==> config.mk <==
export PLATFORM = sky130hd
export DESIGN_NAME = rf_switch_pulse_encoder
export DESIGN_NICKNAME = d
export VERILOG_FILES = /design/src/hw/rtl/rfspe_pkg.sv /design/src/hw/rtl/rfspe_frame_builder.sv /design/src/hw/rtl/rf_switch_pulse_encoder.sv
export SDC_FILE = /design/constraint.sdc
export NUM_CORES = 1
export LEC_CHECK = 0
export BUFFER_PORTS_ARGS = -buffer_cell sky130_fd_sc_hd__buf_2
export CAP_MARGIN = 20
export CORE_ASPECT_RATIO = 0.75
export CORE_UTILIZATION = 56
export CTS_CLUSTER_SIZE = 25
export DETAILED_ROUTE_END_ITERATION = 8
export PLACE_DENSITY_LB_ADDON = 0.12
export SLEW_MARGIN = 20
export SYNTH_ARGS = -nofsm -noshare
export SYNTH_HDL_FRONTEND = slang
export SYNTH_SLANG_ARGS = --single-unit
==> constraint.sdc <==
create_clock -name clk -period 8.5 [get_ports clk]
set_input_delay 1.7 -clock clk [delete_from_list [all_inputs] [get_ports clk]]
set_output_delay 1.7 -clock clk [all_outputs]
set_load 0.02 [all_outputs]
==> src/hw/rtl/rfspe_pkg.sv <==
// ----------------------------------------------------------------------------
// rfspe_pkg: shared types and constants for the RF switch pulse encoder
// Holds the command and result transaction structs, status codes, register
// indexes and reset values used by the encoder and its checker.
// ----------------------------------------------------------------------------
package rfspe_pkg;

  // Frame geometry.
  localparam int unsigned FRAME_SYMBOLS = 48;
  localparam int unsigned SYM_IDX_W     = 6;
  localparam logic [SYM_IDX_W-1:0] LAST_SYM_IDX = SYM_IDX_W'(FRAME_SYMBOLS - 1);

  // Command limits.
  localparam logic [14:0] ID_MAX   = 15'd29999;
  localparam logic [4:0]  UNIT_MAX = 5'd19;

  // Result status codes.
  localparam logic [1:0] STATUS_OK       = 2'd0;
  localparam logic [1:0] STATUS_BAD_ID   = 2'd1;
  localparam logic [1:0] STATUS_BAD_UNIT = 2'd2;

  // Configuration register indexes.
  localparam int unsigned CFG_IDX_W = 2;
  localparam logic [CFG_IDX_W-1:0] CFG_SHORT_PULSE = 2'd0;
  localparam logic [CFG_IDX_W-1:0] CFG_LONG_FACTOR = 2'd1;
  localparam logic [CFG_IDX_W-1:0] CFG_GAP_FACTOR  = 2'd2;

  // Register reset values.
  localparam logic [11:0] SHORT_PULSE_RST = 12'd284;
  localparam logic [2:0]  LONG_FACTOR_RST = 3'd2;
  localparam logic [5:0]  GAP_FACTOR_RST  = 6'd34;

  // Command transaction.
  typedef struct packed {
    logic [14:0] device_id;
    logic [4:0]  unit_number;
    logic        turn_off;
  } cmd_t;

  // Result transaction, one per mark/space pair.
  typedef struct packed {
    logic [14:0] mark_length;
    logic [17:0] space_length;
    logic        last_symbol;
    logic [1:0]  status;
  } result_t;

endpackage

==> src/hw/rtl/rfspe_frame_builder.sv <==
// ----------------------------------------------------------------------------
// rfspe_frame_builder: command check and frame pattern generation
// Validates a command and turns it into the 48-bit long/short symbol pattern,
// one bit per symbol, with symbol 0 in bit 0.
// ----------------------------------------------------------------------------
module rfspe_frame_builder (
  input  rfspe_pkg::cmd_t                      cmd,
  output logic [rfspe_pkg::FRAME_SYMBOLS-1:0]  pattern,
  output logic [1:0]                           status
);
  import rfspe_pkg::*;

  logic [1:0] unit_group;
  logic [2:0] unit_rem;
  logic [7:0] unit_code;

  // Range checks; the id is checked before the unit.
  always_comb begin
    priority if (cmd.device_id == 15'd0 || cmd.device_id > ID_MAX) begin
      status = STATUS_BAD_ID;
    end else if (cmd.unit_number == 5'd0 || cmd.unit_number > UNIT_MAX) begin
      status = STATUS_BAD_UNIT;
    end else begin
      status = STATUS_OK;
    end
  end

  // Split the unit into groups of five with a remainder of one to five.
  always_comb begin
    priority if (cmd.unit_number > 5'd15) begin
      unit_group = 2'd3;
      unit_rem   = 3'(cmd.unit_number - 5'd15);
    end else if (cmd.unit_number > 5'd10) begin
      unit_group = 2'd2;
      unit_rem   = 3'(cmd.unit_number - 5'd10);
    end else if (cmd.unit_number > 5'd5) begin
      unit_group = 2'd1;
      unit_rem   = 3'(cmd.unit_number - 5'd5);
    end else begin
      unit_group = 2'd0;
      unit_rem   = cmd.unit_number[2:0];
    end
  end

  assign unit_code = {2'b00, unit_group, 4'b0000} + {4'b0000, unit_rem, 1'b0}
                     - 8'd1 + {7'd0, cmd.turn_off};

  // Assemble header, id, unit code and footer symbols.
  always_comb begin
    pattern = '0;
    pattern[1] = 1'b1;
    pattern[3] = 1'b1;
    pattern[5] = 1'b1;
    pattern[7] = 1'b1;
    for (int i = 0; i < 15; i++) begin
      pattern[31-i] = cmd.device_id[i];
    end
    for (int i = 0; i < 8; i++) begin
      pattern[39-i] = unit_code[i];
    end
    pattern[47:40] = '1;
  end

endmodule

==> src/hw/rtl/rf_switch_pulse_encoder.sv <==
// ----------------------------------------------------------------------------
// rf_switch_pulse_encoder: 433 MHz switch command pulse frame encoder
// Turns one switch command into 48 mark/space results, or one error result.
// ----------------------------------------------------------------------------
// Output path: the first result of an accepted command passes the sequencer
//   register and then the result register.
// Frames: a good command emits 48 results back to back, and the next
//   command is taken in the cycle its last symbol is built; a bad command
//   gives a single result.
// The symbol sequencer emits one result per cycle while a frame is out.
// Reset: synchronous; clears the sequencer and loads the register defaults.
module rf_switch_pulse_encoder (
  input  logic                                clk,
  input  logic                                rst,
  input  logic                                start,
  output logic                                busy,
  input  rfspe_pkg::cmd_t                     cmd,
  input  logic                                cfg_valid,
  output logic                                cfg_ready,
  input  logic [rfspe_pkg::CFG_IDX_W-1:0]     cfg_index,
  input  logic [11:0]                         cfg_data,
  output logic                                result_valid,
  output rfspe_pkg::result_t                  result
);
  import rfspe_pkg::*;

  logic [11:0] short_pulse;
  logic [2:0]  long_factor;
  logic [5:0]  gap_factor;

  logic                     sending;
  logic [SYM_IDX_W-1:0]     sym_index;
  logic [FRAME_SYMBOLS-1:0] frame_pattern;
  logic [1:0]               frame_status;

  logic [FRAME_SYMBOLS-1:0] built_pattern;
  logic [1:0]               built_status;
  logic                     accept;
  logic                     cur_last;
  logic [14:0]              long_mark;
  logic [17:0]              gap_space;
  result_t                  result_next;

  rfspe_frame_builder u_builder (
    .cmd     (cmd),
    .pattern (built_pattern),
    .status  (built_status)
  );

  // Configuration writes are always taken.
  assign cfg_ready = 1'b1;

  always_ff @(posedge clk) begin
    if (rst) begin
      short_pulse <= SHORT_PULSE_RST;
      long_factor <= LONG_FACTOR_RST;
      gap_factor  <= GAP_FACTOR_RST;
    end else if (cfg_valid && cfg_ready) begin
      unique case (cfg_index)
        CFG_SHORT_PULSE: short_pulse <= cfg_data;
        CFG_LONG_FACTOR: long_factor <= cfg_data[2:0];
        CFG_GAP_FACTOR:  gap_factor  <= cfg_data[5:0];
        default: ;
      endcase
    end
  end

  // The current symbol closes the frame on the last index or on an error.
  assign cur_last = (frame_status != STATUS_OK) || (sym_index == LAST_SYM_IDX);
  assign busy     = sending && !cur_last;
  assign accept   = start && !busy;

  // Durations of the current symbol.
  assign long_mark = {3'd0, short_pulse} * {12'd0, long_factor};
  assign gap_space = {6'd0, short_pulse} * {12'd0, gap_factor};

  always_comb begin
    result_next.last_symbol = cur_last;
    result_next.status      = frame_status;
    if (frame_status != STATUS_OK) begin
      result_next.mark_length  = '0;
      result_next.space_length = '0;
    end else begin
      result_next.mark_length  = frame_pattern[sym_index] ? long_mark
                                                          : {3'd0, short_pulse};
      result_next.space_length = cur_last ? gap_space : {6'd0, short_pulse};
    end
  end

  // Symbol sequencer.
  always_ff @(posedge clk) begin
    if (rst) begin
      sending   <= 1'b0;
      sym_index <= '0;
    end else if (accept) begin
      sending   <= 1'b1;
      sym_index <= '0;
    end else if (sending) begin
      sending   <= !cur_last;
      sym_index <= cur_last ? '0 : sym_index + SYM_IDX_W'(1);
    end
  end

  always_ff @(posedge clk) begin
    if (accept) begin
      frame_pattern <= built_pattern;
      frame_status  <= built_status;
    end
  end

  // Result register: one transaction per cycle while a frame is out.
  always_ff @(posedge clk) begin
    if (rst) begin
      result_valid <= 1'b0;
    end else begin
      result_valid <= sending;
    end
  end

  always_ff @(posedge clk) begin
    if (sending) begin
      result <= result_next;
    end
  end

endmodule

==> qor.yml <==
route.detailed.vias_per_inst: 5.59
p_int_mw: 0.803
achievable-frequency_mhz: 235
number_of_placement_rows: 35
port_buffers: 76
core-area_um2: 12500
finalCritPeriodShare_pct: 50.1
synth_seq_area_share_pct: 32.9
critPathSlowestCell: "sky130_fd_sc_hd__dfxtp_1"
dpl_worst_slack_ps: 4300
worst-slew-pin-transition_ps: 1070
drt_wl_total_um: 16100
antenna_found_initial: 0
cts_hold_buffers: 0
critPathCaptureType: "flip-flop"
p_switching_mw: 0.318
stdcell_area_um2: 8040
synth_async_sr_flop_share_pct: 0
clock_tree.root_cell: "sky130_fd_sc_hd__clkbuf_16"
postSynthRegisterBits: 90
yosys-top-cells-area: "sky130_fd_sc_hd__edfxtp_1, sky130_fd_sc_hd__fa_1, sky130_fd_sc_hd__ha_1, sky130_fd_sc_hd__dfxtp_1, sky130_fd_sc_hd__and2_1"
post_drt_wl_per_cell_um: 16.1
clock_power_share_pct: 34.8
postCtsSetupRepairBufs: 0
pwr-share-seq_pct: 45.8
hold_path.class: "flip-flop to flip-flop"
cts_tree: "built"
synth-simple-area-share_pct: 20.0
synth-compound-area-share_pct: 10.8
rsz_0062_raised_after_global_routing: "no"
powerDensity_nw_per_um2: 139
swShare_pct: 28.4
h-tree-depth: 3
synth_top_area_share_pct: 25.0
synth_edf_count: 61
max-clock-path-buffers: 2
clk_latency_worst_skew_pair_ps: 340
detail_route.drc_violations: 0
boundaryPins: 78
static_leakage_nw: 3.61
die-area_um2: 13500
setup_viol: 0
clk_transition_reported_paths_ps: 60
post_synth_instance_area_um2: 7320
nets: 969
finish.cell_count_without_fillers: 998
slew_viol_final: 0
netlist_instances: 777
critPathMaxFanout: 13
numPlacedInstances: 982
first_iter_violations: 394
grt_max_degree: 47
drive_above_1_share_pct: 14.5
path_class: "flip-flop to flip-flop"
grt_overflow_total: 0
relSlewSlack_pct: 28.8
syn_avg_cell_area_um2: 9.43
detailed_place_hpwl_um: 12400
synthFlopType: "sky130_fd_sc_hd__edfxtp_1"
cpLargestDelayFamily: "adder cells"
synth_top_family_by_area: "adder cells"
totalNegativeSetupSlack_ps: 0
number_of_clock_sinks: 90
placed_area_um2: 7750
worst_ep_required_time_ps: 8590
yosys_warnings: 0
synth_nets: 919
floorplan.initialDensity_pct: 58.5
vdd_ir_drop_max_v: 0.0000989
layout_setup_ws_ps: 4240
yosys-mux-area-fraction_pct: 2.90
critPathBufInv: 1
flow.area_growth_from_synthesis_pct: 9.77
number_of_clock_buffers_inserted_by_tritoncts: 9
via_count: 5580
ant_nets: 0
timing.critical_path.arrival_ps: 4340
post-route-min-period_ps: 4260
synthDistinctLibCells: 59
die_w_um: 134
critical_path.startpoint_type: "flip-flop"
hold_viol_final: 0
max_stage_delay_ps: 560
num_antenna_cells: 0
cts_repair_resize_count: 0
grt.total_usage_pct: 25.8
grt_first_pass_wirelength_um: 27300
crit_top_cell: "sky130_fd_sc_hd__fa_1"
path_cells: "nand2_1 -> fa_1 -> fa_1 -> fa_1 -> inv_1 -> ha_1 -> nor2b_1 -> o21ai_0 -> a21oi_1 -> o21ai_0 -> a41oi_1 -> o21a_1 -> nor3_1"
status: "finished, final reports clean"
maxCapViolCount: 0
p_total_mw: 1.12
die_height_um: 101
yosys.area_share.xor_xnor_pct: 3.11
vias_in_the_first_global_route: 5363
synth_top_area_cell: "sky130_fd_sc_hd__edfxtp_1"
power.share.combinational_pct: 19.4
first_pass_iters: 5
finClkSkew_ps: 9.13
finalWeightedCongestion: 0.946
synth-adder-area-share_pct: 22.9
-- layout by cell type, fill, tap and decap left out, drive strengths merged, types with 7 or more instances in the layout --
| cell type | instances |
|---|---|
| mux2i | 10 |
| a21oi | 35 |
| xor2 | 9 |
| buf | 79 |
| a21o | 9 |
| nand3b | 8 |
| edfxtp | 61 |
| nor2b | 9 |
| inv | 95 |
| ha | 51 |
| nor2 | 49 |
| and2 | 65 |
| clkbuf | 13 |
| xnor2 | 17 |
| o31ai | 8 |
| a31oi | 7 |
| dfxtp | 29 |
| nand3 | 20 |
| nor3 | 14 |
| o21ai | 21 |
| nand2 | 103 |
| fa | 52 |
-- metal layers --
metal	vias up	part of all wire, %	global-route usage [%]
met5	-	0	0
li1	2688	-	-
met4	0	1.2	7.09
met3	15	6.4	4.12
met1	2686	49	38.9
met2	191	43	38.5
-- power by group through the flow --
stage	sequential [mW]	combinational (mW)	clock, mW
2_1_floorplan	0.520	0.158	0
3_3_place_gp	0.522	0.208	0
5_1_grt	0.518	0.245	0.413
3_5_place_dp	0.524	0.213	0
4_1_cts	0.514	0.216	0.398
6_report	0.514	0.217	0.390
-- cell type report --
type	instances	area (um^2)
tap	166	208
clock buffer	13	272
fill	1031	4480
multi-input combinational	554	4380
clock inverter	3	20.0
sequential	90	2410
inverter	93	349
timing repair buffer	79	403
-- Yosys cell counts, types with 15 or more instances --
cell type / n
sky130_fd_sc_hd__clkbuf_1: 29
sky130_fd_sc_hd__xnor2_1: 17
sky130_fd_sc_hd__o21ai_0: 15
sky130_fd_sc_hd__ha_1: 51
sky130_fd_sc_hd__inv_1: 93
sky130_fd_sc_hd__fa_1: 52
sky130_fd_sc_hd__nand3_1: 20
sky130_fd_sc_hd__nand2_1: 103
sky130_fd_sc_hd__and2_1: 65
sky130_fd_sc_hd__a21oi_1: 35
sky130_fd_sc_hd__dfxtp_1: 29
sky130_fd_sc_hd__edfxtp_1: 61
sky130_fd_sc_hd__nor2_1: 49
-- worst paths after layout --
path                            startpoint                  endpoint  slack (ps)  cells past startpoint
max             gap_factor[5]$_SDFFE_PP1P_  result[20]$_SDFFCE_PP0P_        4240                     13
min          frame_status[1]$_SDFFCE_PP0P_       result[1]$_DFFE_PP_         480                      0
max reg2reg     gap_factor[5]$_SDFFE_PP1P_  result[20]$_SDFFCE_PP0P_        4240                     13
min reg2reg  frame_status[1]$_SDFFCE_PP0P_       result[1]$_DFFE_PP_         480                      0
-- stage by stage --
stage | utilization [%] | hold WS, ps
floorplan | - | 442
detailed placement | 61.9 | 469
global route | 64.2 | 505
finish | 64.2 | 481
global placement | 61.9 | 449
CTS | 64.2 | 484
-- cells by family after synthesis --
kind of cell / after synthesis
AOI/OAI and AO/OA: 115
xor gates and xnor gates: 26
adders and majority gates: 103
buffers and inverters: 133
DFF: 90
muxes: 15
other: 1
and+or+nand+nor: 294
-- registers in the layout, summed over array words and instances, names as in the netlist, 2 cells and up --
register,flops
result,36
frame_pattern,23
short_pulse,12
gap_factor,6
sym_index,6
long_factor,3
frame_status,2
No activity file was read; power rests on OpenSTA's default activity.
